$ cat src/rtl/crc3h_pkg.sv
// Shared types, constants and CRC byte fold for the CRC-32 string hash.
`default_nettype none
package crc3h_pkg;

    localparam int unsigned CRC_W      = 32;
    localparam int unsigned BYTE_W     = 8;
    localparam int unsigned CNT_W      = 2;
    localparam logic [CRC_W-1:0]  CRC_POLY  = 32'hEDB8_8320;
    localparam logic [BYTE_W-1:0] HASH_MARK = 8'h23;
    localparam logic [CNT_W-1:0]  HELD_NONE = 2'd0;
    localparam logic [CNT_W-1:0]  HELD_ONE  = 2'd1;
    localparam logic [CNT_W-1:0]  HELD_TWO  = 2'd2;

    typedef struct packed {
        logic [CRC_W-1:0]  crc;
        logic [BYTE_W-1:0] b0;
        logic [BYTE_W-1:0] b1;
        logic [CNT_W-1:0]  count;
    } t_flush;

    function automatic logic [CRC_W-1:0] crc_table(input logic [BYTE_W-1:0] idx);
        logic [CRC_W-1:0] x;
        x = {{(CRC_W-BYTE_W){1'b0}}, idx};
        for (int k = 0; k < BYTE_W; k++) begin
            x = (x >> 1) ^ (x[0] ? CRC_POLY : '0);
        end
        return x;
    endfunction

    function automatic logic [CRC_W-1:0] fold_byte(input logic [CRC_W-1:0] crc,
                                                   input logic [BYTE_W-1:0] b);
        return (crc >> BYTE_W) ^ crc_table(crc[BYTE_W-1:0] ^ b);
    endfunction

endpackage
`default_nettype wire

$ cat src/rtl/crc32_hash_with_triple_hash_reset.sv
// Top level of the streaming CRC-32 string hash with triple-mark reset.
//
// Hashes one message byte per transfer with the reflected CRC-32 (0xEDB88320), starting
// from the inverted seed; a '#' followed by two more '#' restarts the CRC before it is
// folded. Two bytes are held back for that lookahead. A transfer with tlast flushes them
// and delivers the inverted CRC as one result via the input stage's hand-off register and
// the output register; an empty message gives the seed. One transfer is taken every cycle
// while the result side keeps up: the input stage folds at most one byte, the output stage
// folds the up to two held bytes. Writing the seed restarts the message in progress.
`default_nettype none
module crc32_hash_with_triple_hash_reset
    import crc3h_pkg::*;
(
    input  wire logic              i_clk,
    input  wire logic              i_rst_n,
    input  wire logic              i_cfg_wr_en,
    input  wire logic [CRC_W-1:0]  i_cfg_wr_data,
    input  wire logic              s_axis_tvalid,
    output logic                   s_axis_tready,
    input  wire logic [BYTE_W-1:0] s_axis_tdata,   // [7:0] data_byte
    input  wire logic              s_axis_tuser,   // [0] has_byte
    input  wire logic              s_axis_tlast,
    output logic                   m_axis_tvalid,
    input  wire logic              m_axis_tready,
    output logic [CRC_W-1:0]       m_axis_tdata    // [31:0] hash
);

    logic   fl_valid;
    logic   fl_take;
    t_flush fl;

    crc3h_front u_front (
        .i_clk         (i_clk),
        .i_rst_n       (i_rst_n),
        .i_cfg_wr_en   (i_cfg_wr_en),
        .i_cfg_wr_data (i_cfg_wr_data),
        .i_valid       (s_axis_tvalid),
        .o_ready       (s_axis_tready),
        .i_data        (s_axis_tdata),
        .i_has_byte    (s_axis_tuser),
        .i_last        (s_axis_tlast),
        .i_fl_take     (fl_take),
        .o_fl_valid    (fl_valid),
        .o_fl          (fl)
    );

    crc3h_flush u_flush (
        .i_clk      (i_clk),
        .i_rst_n    (i_rst_n),
        .i_fl_valid (fl_valid),
        .i_fl       (fl),
        .o_fl_take  (fl_take),
        .o_valid    (m_axis_tvalid),
        .i_ready    (m_axis_tready),
        .o_hash     (m_axis_tdata)
    );

endmodule
`default_nettype wire

$ cat src/rtl/crc3h_front.sv
// Input stage: holds two bytes of lookahead, folds the oldest, hands off on last.
`default_nettype none
module crc3h_front
    import crc3h_pkg::*;
(
    input  wire logic              i_clk,
    input  wire logic              i_rst_n,
    input  wire logic              i_cfg_wr_en,
    input  wire logic [CRC_W-1:0]  i_cfg_wr_data,
    input  wire logic              i_valid,
    output logic                   o_ready,
    input  wire logic [BYTE_W-1:0] i_data,
    input  wire logic              i_has_byte,
    input  wire logic              i_last,
    input  wire logic              i_fl_take,
    output logic                   o_fl_valid,
    output t_flush                 o_fl
);

    logic [CRC_W-1:0]  r_seed;
    logic [CRC_W-1:0]  r_crc, n_crc;
    logic [BYTE_W-1:0] r_b0, n_b0;
    logic [BYTE_W-1:0] r_b1, n_b1;
    logic [CNT_W-1:0]  r_cnt, n_cnt;
    logic              r_fl_valid;
    t_flush            r_fl;
    logic              accept;
    logic [CRC_W-1:0]  fold_src;

    assign o_ready    = !r_fl_valid || i_fl_take;
    assign accept     = i_valid && o_ready;
    assign o_fl_valid = r_fl_valid;
    assign o_fl       = r_fl;

    always_comb begin
        n_crc    = r_crc;
        n_b0     = r_b0;
        n_b1     = r_b1;
        n_cnt    = r_cnt;
        fold_src = (r_b0 == HASH_MARK && r_b1 == HASH_MARK && i_data == HASH_MARK)
                   ? ~r_seed : r_crc;
        if (i_has_byte) begin
            case (r_cnt)
                HELD_NONE: begin
                    n_b0  = i_data;
                    n_cnt = HELD_ONE;
                end
                HELD_ONE: begin
                    n_b1  = i_data;
                    n_cnt = HELD_TWO;
                end
                default: begin
                    n_crc = fold_byte(fold_src, r_b0);
                    n_b0  = r_b1;
                    n_b1  = i_data;
                end
            endcase
        end
    end

    always_ff @(posedge i_clk) begin
        if (!i_rst_n) begin
            r_seed     <= '0;
            r_crc      <= '1;
            r_b0       <= '0;
            r_b1       <= '0;
            r_cnt      <= HELD_NONE;
            r_fl_valid <= 1'b0;
        end else if (i_cfg_wr_en) begin
            r_seed <= i_cfg_wr_data;
            r_crc  <= ~i_cfg_wr_data;
            r_b0   <= '0;
            r_b1   <= '0;
            r_cnt  <= HELD_NONE;
        end else begin
            if (accept && i_last) begin
                r_fl_valid <= 1'b1;
            end else if (i_fl_take) begin
                r_fl_valid <= 1'b0;
            end
            if (accept) begin
                if (i_last) begin
                    r_fl.crc   <= n_crc;
                    r_fl.b0    <= n_b0;
                    r_fl.b1    <= n_b1;
                    r_fl.count <= n_cnt;
                    r_crc      <= ~r_seed;
                    r_b0       <= '0;
                    r_b1       <= '0;
                    r_cnt      <= HELD_NONE;
                end else begin
                    r_crc <= n_crc;
                    r_b0  <= n_b0;
                    r_b1  <= n_b1;
                    r_cnt <= n_cnt;
                end
            end
        end
    end

endmodule
`default_nettype wire

$ cat src/rtl/crc3h_flush.sv
// Output stage: folds the remaining held bytes and registers the inverted CRC.
`default_nettype none
module crc3h_flush
    import crc3h_pkg::*;
(
    input  wire logic             i_clk,
    input  wire logic             i_rst_n,
    input  wire logic             i_fl_valid,
    input  wire t_flush           i_fl,
    output logic                  o_fl_take,
    output logic                  o_valid,
    input  wire logic             i_ready,
    output logic [CRC_W-1:0]      o_hash
);

    logic             r_valid;
    logic [CRC_W-1:0] r_hash;
    logic [CRC_W-1:0] crc_a;
    logic [CRC_W-1:0] crc_b;

    assign o_fl_take = i_fl_valid && (!r_valid || i_ready);
    assign o_valid   = r_valid;
    assign o_hash    = r_hash;

    always_comb begin
        crc_a = (i_fl.count != HELD_NONE) ? fold_byte(i_fl.crc, i_fl.b0) : i_fl.crc;
        crc_b = (i_fl.count == HELD_TWO) ? fold_byte(crc_a, i_fl.b1) : crc_a;
    end

    always_ff @(posedge i_clk) begin
        if (!i_rst_n) begin
            r_valid <= 1'b0;
        end else if (o_fl_take) begin
            r_valid <= 1'b1;
        end else if (i_ready) begin
            r_valid <= 1'b0;
        end
    end

    always_ff @(posedge i_clk) begin
        if (o_fl_take) begin
            r_hash <= ~crc_b;
        end
    end

endmodule
`default_nettype wire

$ cat config.mk
export PLATFORM = sky130hd
export DESIGN_NAME = crc32_hash_with_triple_hash_reset
export DESIGN_NICKNAME = d
export VERILOG_FILES = /design/src/rtl/crc3h_pkg.sv /design/src/rtl/crc32_hash_with_triple_hash_reset.sv /design/src/rtl/crc3h_front.sv /design/src/rtl/crc3h_flush.sv
export SDC_FILE = /design/constraint.sdc
export NUM_CORES = 1
export LEC_CHECK = 0
export BUFFER_PORTS_ARGS = -buffer_cell sky130_fd_sc_hd__buf_2
export CORE_MARGIN = 8
export CORE_UTILIZATION = 57
export CTS_BUF_LIST = sky130_fd_sc_hd__clkbuf_4 sky130_fd_sc_hd__clkbuf_8 sky130_fd_sc_hd__clkbuf_16
export CTS_CLUSTER_DIAMETER = 120
export CTS_CLUSTER_SIZE = 40
export DETAILED_ROUTE_END_ITERATION = 6
export MAX_ROUTING_LAYER = met4
export PLACE_DENSITY = 0.81
export SYNTH_ARGS = -nofsm -noshare
export SYNTH_HDL_FRONTEND = slang
export SYNTH_SLANG_ARGS = --single-unit
export TNS_END_PERCENT = 1
$ cat constraint.sdc
create_clock -name i_clk -period 6.7 [get_ports i_clk]
set_clock_uncertainty 0.1 [all_clocks]
set_input_delay 1.005 -clock i_clk [delete_from_list [all_inputs] [get_ports i_clk]]
set_output_delay 1.005 -clock i_clk [all_outputs]
set_load 0.03 [all_outputs]
# After elaboration in Yosys (flattened, before gate mapping)
# Index checks and enable logic that the tools add are counted.
[word_totals]
latchBits = 0
regBits = 166
n_memories = 0
in_bits = 47
rom_bits = 0
ram_bits = 0
out_inout_bits = 34
[classes]
addsub = 0
magnitude_cmp = 0
shift = 0
mux = 45
multipliers = 0
div_mod_pow = 0
n_reduce_logical = 18
n_bitwise = 35
eq_ne = 5
[ops]
columns = ["operator", "n"]
rows = [
  ["$mux 32", 32],
  ["$xor 31x32->32", 21],
  ["$not 32->32", 3],
  ["$xor 24x32->32", 3],
  ["$xor 7x32->32", 3],
  ["$mux 8", 5],
  ["$eq 8x6->1 const B", 3],
  ["$xor 8x8->8", 3],
  ["$pmux 8 s2", 1],
  ["$reduce_bool 2->1", 4],
  ["$logic_and 1x1->1", 5],
  ["$mux 1", 4],
  ["$mux 2", 2],
  ["$pmux 2 s2", 1],
  ["$reduce_and 4->1", 1],
  ["$reduce_or 2->1", 2],
  ["$eq 2x1->1 const B", 1],
  ["$eq 2x2->1 const B", 1],
  ["$logic_not 1->1", 2],
  ["$logic_not 2->1", 1],
  ["$logic_or 1x1->1", 2],
  ["$not 1->1", 2],
  ["$reduce_and 2->1", 1],
]

# Longest topological paths before layout
# Gate-level depths: netlist of the first run.
[depth]
ltp_word = 39
ltp_mapped = 12
ltp_nobuf = 9

# Hierarchy
# From an unflattened synthesis of the first run, not the netlist that was laid out.
[unflattened]
hier_cells = 1017
area_unflattened_um2 = 10327.4
[modules_own_cells]
columns = ["mod", "cells_each", "instances", "area_per_inst_um2", "seq_area_each_um2"]
rows = [
  ["crc3h_front", 719, 1, 6851.6, 3163.0],
  ["crc3h_flush", 298, 1, 3475.8, 980.9],
]

# Worst setup path before layout of the first run
# No wires, ideal clock.
[synth_timing]
path_type = "input to register"
start = "input m_axis_tready"
end = "register u_front.r_fl, in the netlist u_front.o_fl[0], enable pin"
path_slack_ns = 2.149
cell_stages = 6
t_arrival_ns = 3.993
setup_time_ns = 0.458
required_ns = 6.142
path_cell_list = "nor2b_1 nand2_1 and2_1 clkbuf_1 nand2_1 nor2_1"
[synth_between]
elab_chain_cells = 5
[synth_rtl]
columns = ["item", "line_no", "rtl"]
rows = [
  ["start, declared", "crc32_hash_with_triple_hash_reset.sv:24", "input wire logic m_axis_tready,"],
  ["$logic_or 1x1->1", "crc3h_flush.sv:21", "assign o_fl_take = i_fl_valid && (!r_valid || i_ready);"],
  ["$logic_and 1x1->1", "crc3h_flush.sv:21", ""],
  ["$logic_or 1x1->1", "crc3h_front.sv:30", "assign o_ready = !r_fl_valid || i_fl_take;"],
  ["via s_axis_tready", "crc32_hash_with_triple_hash_reset.sv:19", "output logic s_axis_tready,"],
  ["$logic_and 1x1->1", "crc3h_front.sv:31", "assign accept = i_valid && o_ready;"],
  ["$reduce_and 4->1 (no line)", "--", ""],
  ["end, declared", "crc3h_front.sv:26", "t_flush r_fl;"],
]
# The timed path passes the listed nets, and every way through them passes these cells.
# A chain may end at the register's enable or synchronous reset.

# Final worst setup path of the first run
[layout_timing]
start = "input s_axis_tdata[3]"
end = "register u_front.r_crc[4]"
[layout_between]
elab_chain_cells = 20
elab_cells_between_ends = 22
cone_classes = "1 x eq/ne; 10 x mux; 10 x bitwise; 1 x reduce/logical"
[layout_rtl]
columns = ["item", "line_no", "rtl"]
rows = [
  ["start, declared", "crc32_hash_with_triple_hash_reset.sv:20", "input wire logic [BYTE_W-1:0] s_axis_tdata,"],
  ["$eq 8x6->1 (*)", "crc3h_front.sv:40", "fold_src = (r_b0 == HASH_MARK && r_b1 == HASH_MARK && i_data == HASH_MARK)"],
  ["$logic_and 1x1->1 (*)", "crc3h_front.sv:40", ""],
  ["$mux 32 (*)", "crc3h_front.sv:41", "? ~r_seed : r_crc;"],
  ["$xor 8x8->8", "crc3h_pkg.sv:32", "return (crc >> BYTE_W) ^ crc_table(crc[BYTE_W-1:0] ^ b);"],
  ["$mux 32", "crc3h_pkg.sv:25", "x = (x >> 1) ^ (x[0] ? CRC_POLY : '0);"],
  ["$xor 7x32->32", "crc3h_pkg.sv:25", ""],
  ["$xor 31x32->32 (5 in a row)", "crc3h_pkg.sv:25", ""],
  ["$mux 32", "crc3h_pkg.sv:25", ""],
  ["$xor 31x32->32 (2 in a row)", "crc3h_pkg.sv:25", ""],
  ["$xor 24x32->32 (*)", "crc3h_pkg.sv:32", ""],
  ["$mux 32 (*)", "crc3h_front.sv:43", "case (r_cnt)"],
  ["$mux 32 (*)", "crc3h_front.sv:42", "if (i_has_byte) begin"],
  ["$mux 32 (*)", "crc3h_front.sv:82", "if (i_last) begin"],
  ["$mux 32 (*)", "crc3h_front.sv:81", "if (accept) begin"],
  ["$mux 32 (*)", "crc3h_front.sv:69", "end else if (i_cfg_wr_en) begin"],
  ["end signal, assigned", "crc3h_front.sv:71", "r_crc <= ~i_cfg_wr_data;"],
  ["end signal, assigned", "crc3h_front.sv:87", "r_crc <= ~r_seed;"],
  ["end signal, assigned", "crc3h_front.sv:92", "r_crc <= n_crc;"],
  ["end, declared", "crc3h_front.sv:21", "logic [CRC_W-1:0] r_crc, n_crc;"],
]
# Mark *: on every way between the ends. The rest lies on a longest branch, timed or not. The select of a mux whose other input is x is not followed.

==> results.md, run 1 <==
- Mapped Cells: 1082
- Max-Cap Viols: 0
- Largest area contributor in the netlist: edfxtp_1
- Clk buf depth: 2
- Worst Tran Pin Value: 1310 ps
- Grt total ovfl: 0
- Max Fclk: 240 MHz
- Reg2Reg Capture Point: u_front.r_crc[4]
- I/O pin cnt: 81
- #FFs+latches synth: 166
- Worst hold slack: 388 ps
- 1st-pass router iterations: 5
- Number of cell rows: 50
- Cell Area, Synth: 10700 um^2
- Post-route ant nets: 0
- Leak Pwr: 4.62 nW
- Die height: 153 um
- Drt wl/cell: 20.3 um
- Initial Util: 57.9%
- Worst reg2reg path depth: 9
- Worst R2R Start: u_front.r_b0[7]
- Post-DP HPWL: 20000 um
- Post-route DRC violation count: 0
- RSZ-0062 raised after global routing: false
- Die Span X: 153 um
- Worst-path clk slew: 70 ps
- Post-DP Area: 11300 um^2
- Status: complete, no violations
- Via count: 8256
- Area grow syn2layout: 10.5%
- Hold depth: 2
- Flop-to-flop setup slack: 2870 ps
- Critical path class: in -> reg
- Ys Warns: 0
- TritonCTS Buffers: 17
- Worst setup SP type: input port
- Post-synthesis net count: 1131
- CTS Sinks: 166
- Top FF cell, synth: dfxtp_1
- Share of flip-flops with an asynchronous set or reset: 0%
- First-pass GRT wire length: 43300 um
- List of most frequent post-synthesis cells: nand2_1 (124), nor2_1 (108), xnor2_1 (103)
- Share of cells above drive strength 1: 17.0%
- Worst min path class: reg -> reg
- CTS Hold Buffers Added: 0
- Design Area, Final: 11900 um^2
- H-tree depth: 4
- Via density: 6.03
- Final Hold Vio Count: 0
- Dominant cell by count in the synthesized netlist: nand2_1
- Gr usage total: 24.1%
- Period minus WS final: 4160 ps
- Slew margin rel.: 12.5%
- CTS Root Cell: clkbuf_16
- Routed WL: 27800 um
- Nets: 1172
- Post-synth EDFFs: 82
- Arr. time, crit path: 4340 ps
- Post-CTS resize count: 0
- Initial antenna violation count: 0
- Largest net degree at the start of global routing: 69
- Seq/Total Area, Yosys: 38.6%
- Final slew viol count: 0
- Global placement routability congestion: 0.929
- Endpoint class of the critical path: register
- Crit Path Max Fanout: 12
- Port Buf Inserts: 80
- Antenna fix cells: 0
- VDD IR max: 0.206 mV
- Setup Viol. Count Final: 0
- Min-Delay Endpoint: u_front.r_seed[18]
- Avg Cell Area, Syn: 9.93 um^2
- Top cells by area, synth: edfxtp_1 (23%), dfxtp_1 (16%), xnor2_1 (8.4%), xnor3_1 (4.6%), nand2_1 (4.3%)
- Synth unique cells: 81
- Worst path required time: 6880 ps
- Drt initial violations: 898
- Crit share post-route: 62.1%
- Die Area: 23500 um^2
- Share of Yosys cell area claimed by the top area cell type: 22.9%
- Final core utilization: 63.9%
- Fill cells: 1448
- Pwr Total: 0.00288 W
- Clk_lat worst skew: 440 ps
- Post-CTS Setup Inserts: 0
- Fin Setup TNS: 0 ps
- CTS tree: done
- Core Box Area: 18600 um^2
- HP Start: u_front.r_seed[18]
- Pwr/cell area: 242 nW/um^2
- Number of global-route vias before repair: 7814
## worst max-delay path by stage
| stage | from | endpoint | cells past startpoint |
|---|---|---|---|
| finish | s_axis_tdata[3] | u_front.r_crc[4] | 10 |
| floorplan | m_axis_tready | u_front.o_fl[0] | 6 |
| global route | s_axis_tdata[3] | u_front.r_crc[4] | 10 |
| global placement | s_axis_tdata[3] | u_front.o_fl[35] | 10 |
| CTS | s_axis_tdata[3] | u_front.r_crc[4] | 10 |
| detailed placement | s_axis_tdata[3] | u_front.o_fl[35] | 10 |
## layout make-up
type	count	area [um^2]	area share, %
Inverter	9	33.8	0.284
Timing Repair Buffer	93	498	4.19
Tap cell	234	293	2.46
Sequential cell	166	4140	34.9
Clock inverter	13	179	1.51
Clock buffer	19	440	3.71
Multi-Input combinational cell	836	6290	53.0
## power by group
| part | total (W) | internal, W | switching, W |
|---|---|---|---|
| sequential | 0.00115 | 0.00111 | 0.0000346 |
| combinational | 0.000693 | 0.000321 | 0.000371 |
| clock | 0.00104 | 0.000629 | 0.000409 |
| total | 0.00288 | 0.00206 | 0.000815 |
## registers in the layout, indices dropped and copies added (netlist names)
register            cells
u_front.r_b0            8
u_front.r_seed         32
u_flush.o_valid         1
u_front.r_crc          32
u_front.r_cnt           2
u_front.o_fl           50
u_flush.o_hash         32
u_front.r_b1            8
u_front.o_fl_valid      1
## cells in the final DEF, fill, tap and decap left out, drive strengths merged, types with 12 or more instances in the layout
cell and instances:
xor2 39, clkbuf 19, mux2i 31, xnor3 23
buf 93, and2 12, o211ai 12, nand2 125
xnor2 126, edfxtp 82, nor2 109, a21o 12
a211oi 15, a21boi 12, o21ai 94, a21oi 60
nor3 13, nor2b 28, dfxtp 84, a22o 16
## critical path: stages
cell,delay [ps]
buf_2,110
nor4b_1,390
nand4_1,610
nor3_1,550
a21oi_4,80
xnor2_2,220
xnor2_2,450
xnor3_1,510
a211oi_1,270
o211ai_1,130
## stage by stage
stage                     std cells  setup slack (ps)
after detailed placement       1338              2200
after global placement         1338              2280
after global routing           1370              2390
after floorplan                1082              2150
after CTS                      1370              2620
final                          1370              2540
## routing by layer
layer / vias to the layer above / wire length, um / global-route usage, %
li1: 3895 / - / -
met1: 3839 / 11700 / 29.7
met2: 424 / 12700 / 36.4
met3: 98 / 2320 / 5.84
met4: 0 / 1120 / 12.3
met5: - / 0 / -
## logic make-up after synthesis
family / Yosys count / synth area share [%]
fa+ha+maj: 2 / 0.233
buf+inv: 80 / 3.01
compound gates: 285 / 17.4
xor+xnor: 196 / 23.1
simple gates: 312 / 13.2
flops: 166 / 38.6
mux: 41 / 4.43
No activity file was read; power rests on OpenSTA's default activity.
==> run 2: changes to the inputs <==
Clock period 6.7 ns to 3.9 ns, I/O delays scaled along.
==> run 2 against run 1 <==
Effect of this change: sequential cell count did not move; total power increased by 65%; clock power increased by 52%; first-iteration DRC count shrank 36%; register-to-register slack worse by 2400 ps; highest routed layer unchanged; wire length decreased by 0.72%; sequential power increased by 71%; non-clock buffer count is 28 higher; via count fell by 0.44%; global-route usage increased by 0.34 points; combinational power is 76% higher; sequential share of layout area decreased by 0.43 points.
==> results.md, run 2 (synthesized netlist as in run 1, its figures left out) <==
- Worst Tran Pin Value: 965 ps
- Period minus WS final: 3430 ps
- 1st-pass router iterations: 7
- Worst reg2reg path depth: 9
- Number of global-route vias before repair: 7913
- Share of cells above drive strength 1: 19.1%
- Arr. time, crit path: 3490 ps
- Via count: 8220
- Post-route ant nets: 0
- Antenna fix cells: 0
- CTS Hold Buffers Added: 0
- Worst R2R Start: u_front.o_fl[18]
- Setup Viol. Count Final: 0
- Die height: 153 um
- TritonCTS Buffers: 17
- Most common cell after layout, fill and taps aside: nand2_1
- Placement Setup Slack: 224 ps
- Max FFs per register: 50
- Max-Cap Viols: 0
- Crit Path Max Fanout: 5
- Nets: 1200
- Initial Util: 57.9%
- Port Buf Inserts: 80
- Reg2Reg Capture Point: u_flush.o_hash[19]
- Post-CTS Setup Inserts: 0
- Slew margin rel.: 35.5%
- Min-Delay Endpoint: u_front.r_crc[14]
- Crit share post-route: 88.0%
- Leak Pwr: 4.72 nW
- Hold depth: 2
- Post-CTS resize count: 0
- Most frequent cells in the layout: nand2_1 (124), nor2_1 (107), xnor2_1 (103)
- Via density: 5.88
- Flop-to-flop setup slack: 470 ps
- Largest net degree at the start of global routing: 68
- CTS Sinks: 166
- Max Fclk: 291 MHz
- Fill cells: 1506
- Status: complete, no violations
- Pwr/cell area: 396 nW/um^2
- First-pass GRT wire length: 43700 um
- CTS Root Cell: clkbuf_16
- H-tree depth: 4
- Endpoint class of the critical path: register
- Post-DP HPWL: 20800 um
- Initial antenna violation count: 0
- Gr usage total: 24.5%
- Clk buf depth: 2
- Die Area: 23500 um^2
- Final slew viol count: 0
- Final Hold Vio Count: 0
- CTS tree: done
- VDD IR max: 0.292 mV
- Die Span X: 153 um
- Grt total ovfl: 0
- Worst-path clk slew: 70 ps
- Global placement routability congestion: 0.931
- Critical path class: reg -> reg
- RSZ-0062 raised after global routing: false
- Routed WL: 27600 um
- Area grow syn2layout: 11.9%
- Worst min path class: in -> reg
- Drt initial violations: 573
- Clk_lat worst skew: 440 ps
- Worst path required time: 3950 ps
- Core Box Area: 18600 um^2
- Post-route DRC violation count: 0
- Worst setup SP type: register
- Fin Setup TNS: 0 ps
- Drt wl/cell: 19.7 um
- Number of cell rows: 50
- I/O pin cnt: 81
- Final WS setup: 467 ps
- HP Start: i_cfg_wr_data[14]
[run 2: cell count changes in the layout (fill, tap and decap cells not counted)]
| cell | previous run | this run |
|---|---|---|
| clkinv_4 | 2 | 3 |
| inv_8 | 0 | 1 |
| clkbuf_4 | 2 | 0 |
| inv_6 | 1 | 5 |
| clkinv_1 | 3 | 2 |
| clkinv_2 | 0 | 1 |
| buf_4 | 13 | 40 |
| clkinvlp_2 | 2 | 0 |
| clkinvlp_4 | 2 | 4 |
| buf_12 | 0 | 1 |
| bufinv_16 | 4 | 0 |
[run 2: power by group]
group          internal, W  switching (W)
clock             0.000827       0.000749
sequential         0.00191      0.0000577
combinational     0.000572       0.000643
total              0.00331        0.00145
[run 2: worst max-delay path by stage]
stage               slack (ps)              from                 end
finish                     470  u_front.o_fl[18]  u_flush.o_hash[19]
floorplan                  600     m_axis_tready     u_front.o_fl[0]
CTS                        440  u_front.o_fl[18]  u_flush.o_hash[19]
global placement           330   s_axis_tdata[3]    u_front.r_crc[5]
global route               320  u_front.o_fl[18]  u_flush.o_hash[19]
detailed placement         220   s_axis_tdata[3]    u_front.r_crc[5]
[run 2: cell type report]
| cell class | instances | area, um^2 | share of cell area [%] |
|---|---|---|---|
| inverter | 9 | 33.8 | 0.281 |
| sequential | 166 | 4140 | 34.4 |
| tap | 234 | 293 | 2.43 |
| clock buffer | 17 | 425 | 3.54 |
| multi-input combinational | 836 | 6290 | 52.3 |
| timing repair buffer | 121 | 721 | 5.99 |
| clock inverter | 15 | 120 | 0.998 |
[run 2: worst max-delay path: stages (launching register included)]
cell and delay (ps):
edfxtp_1 500, xnor2_4 350, xor3_1 400, mux2i_2 260, xnor2_2 230, xnor3_1 600, xnor2_2 200, xnor2_1 190
xor2_1 220, o21ai_1 90
[run 2: per-stage QoR]
stage / total power [W] / util [%] / hold WS (ps) / std cells / area [um^2]
2_1_floorplan: 0.00293 / - / 359 / 1082 / 10800
6_report: 0.00476 / 64.7 / 260 / 1398 / 12000
4_1_cts: 0.00477 / 64.7 / 248 / 1398 / 12000
3_3_place_gp: 0.00319 / 61.8 / 375 / 1366 / 11500
5_1_grt: 0.00495 / 64.7 / 260 / 1398 / 12000
3_5_place_dp: 0.00321 / 61.8 / 379 / 1366 / 11500
[run 2: layer usage]
| metal | track usage [%] | wire (um) | up-vias |
|---|---|---|---|
| li1 | - | - | 3962 |
| met1 | 30.1 | 11600 | 3812 |
| met2 | 38.9 | 13000 | 384 |
| met3 | 4.37 | 2110 | 62 |
| met4 | 10.9 | 930 | 0 |
| met5 | - | 0 | - |
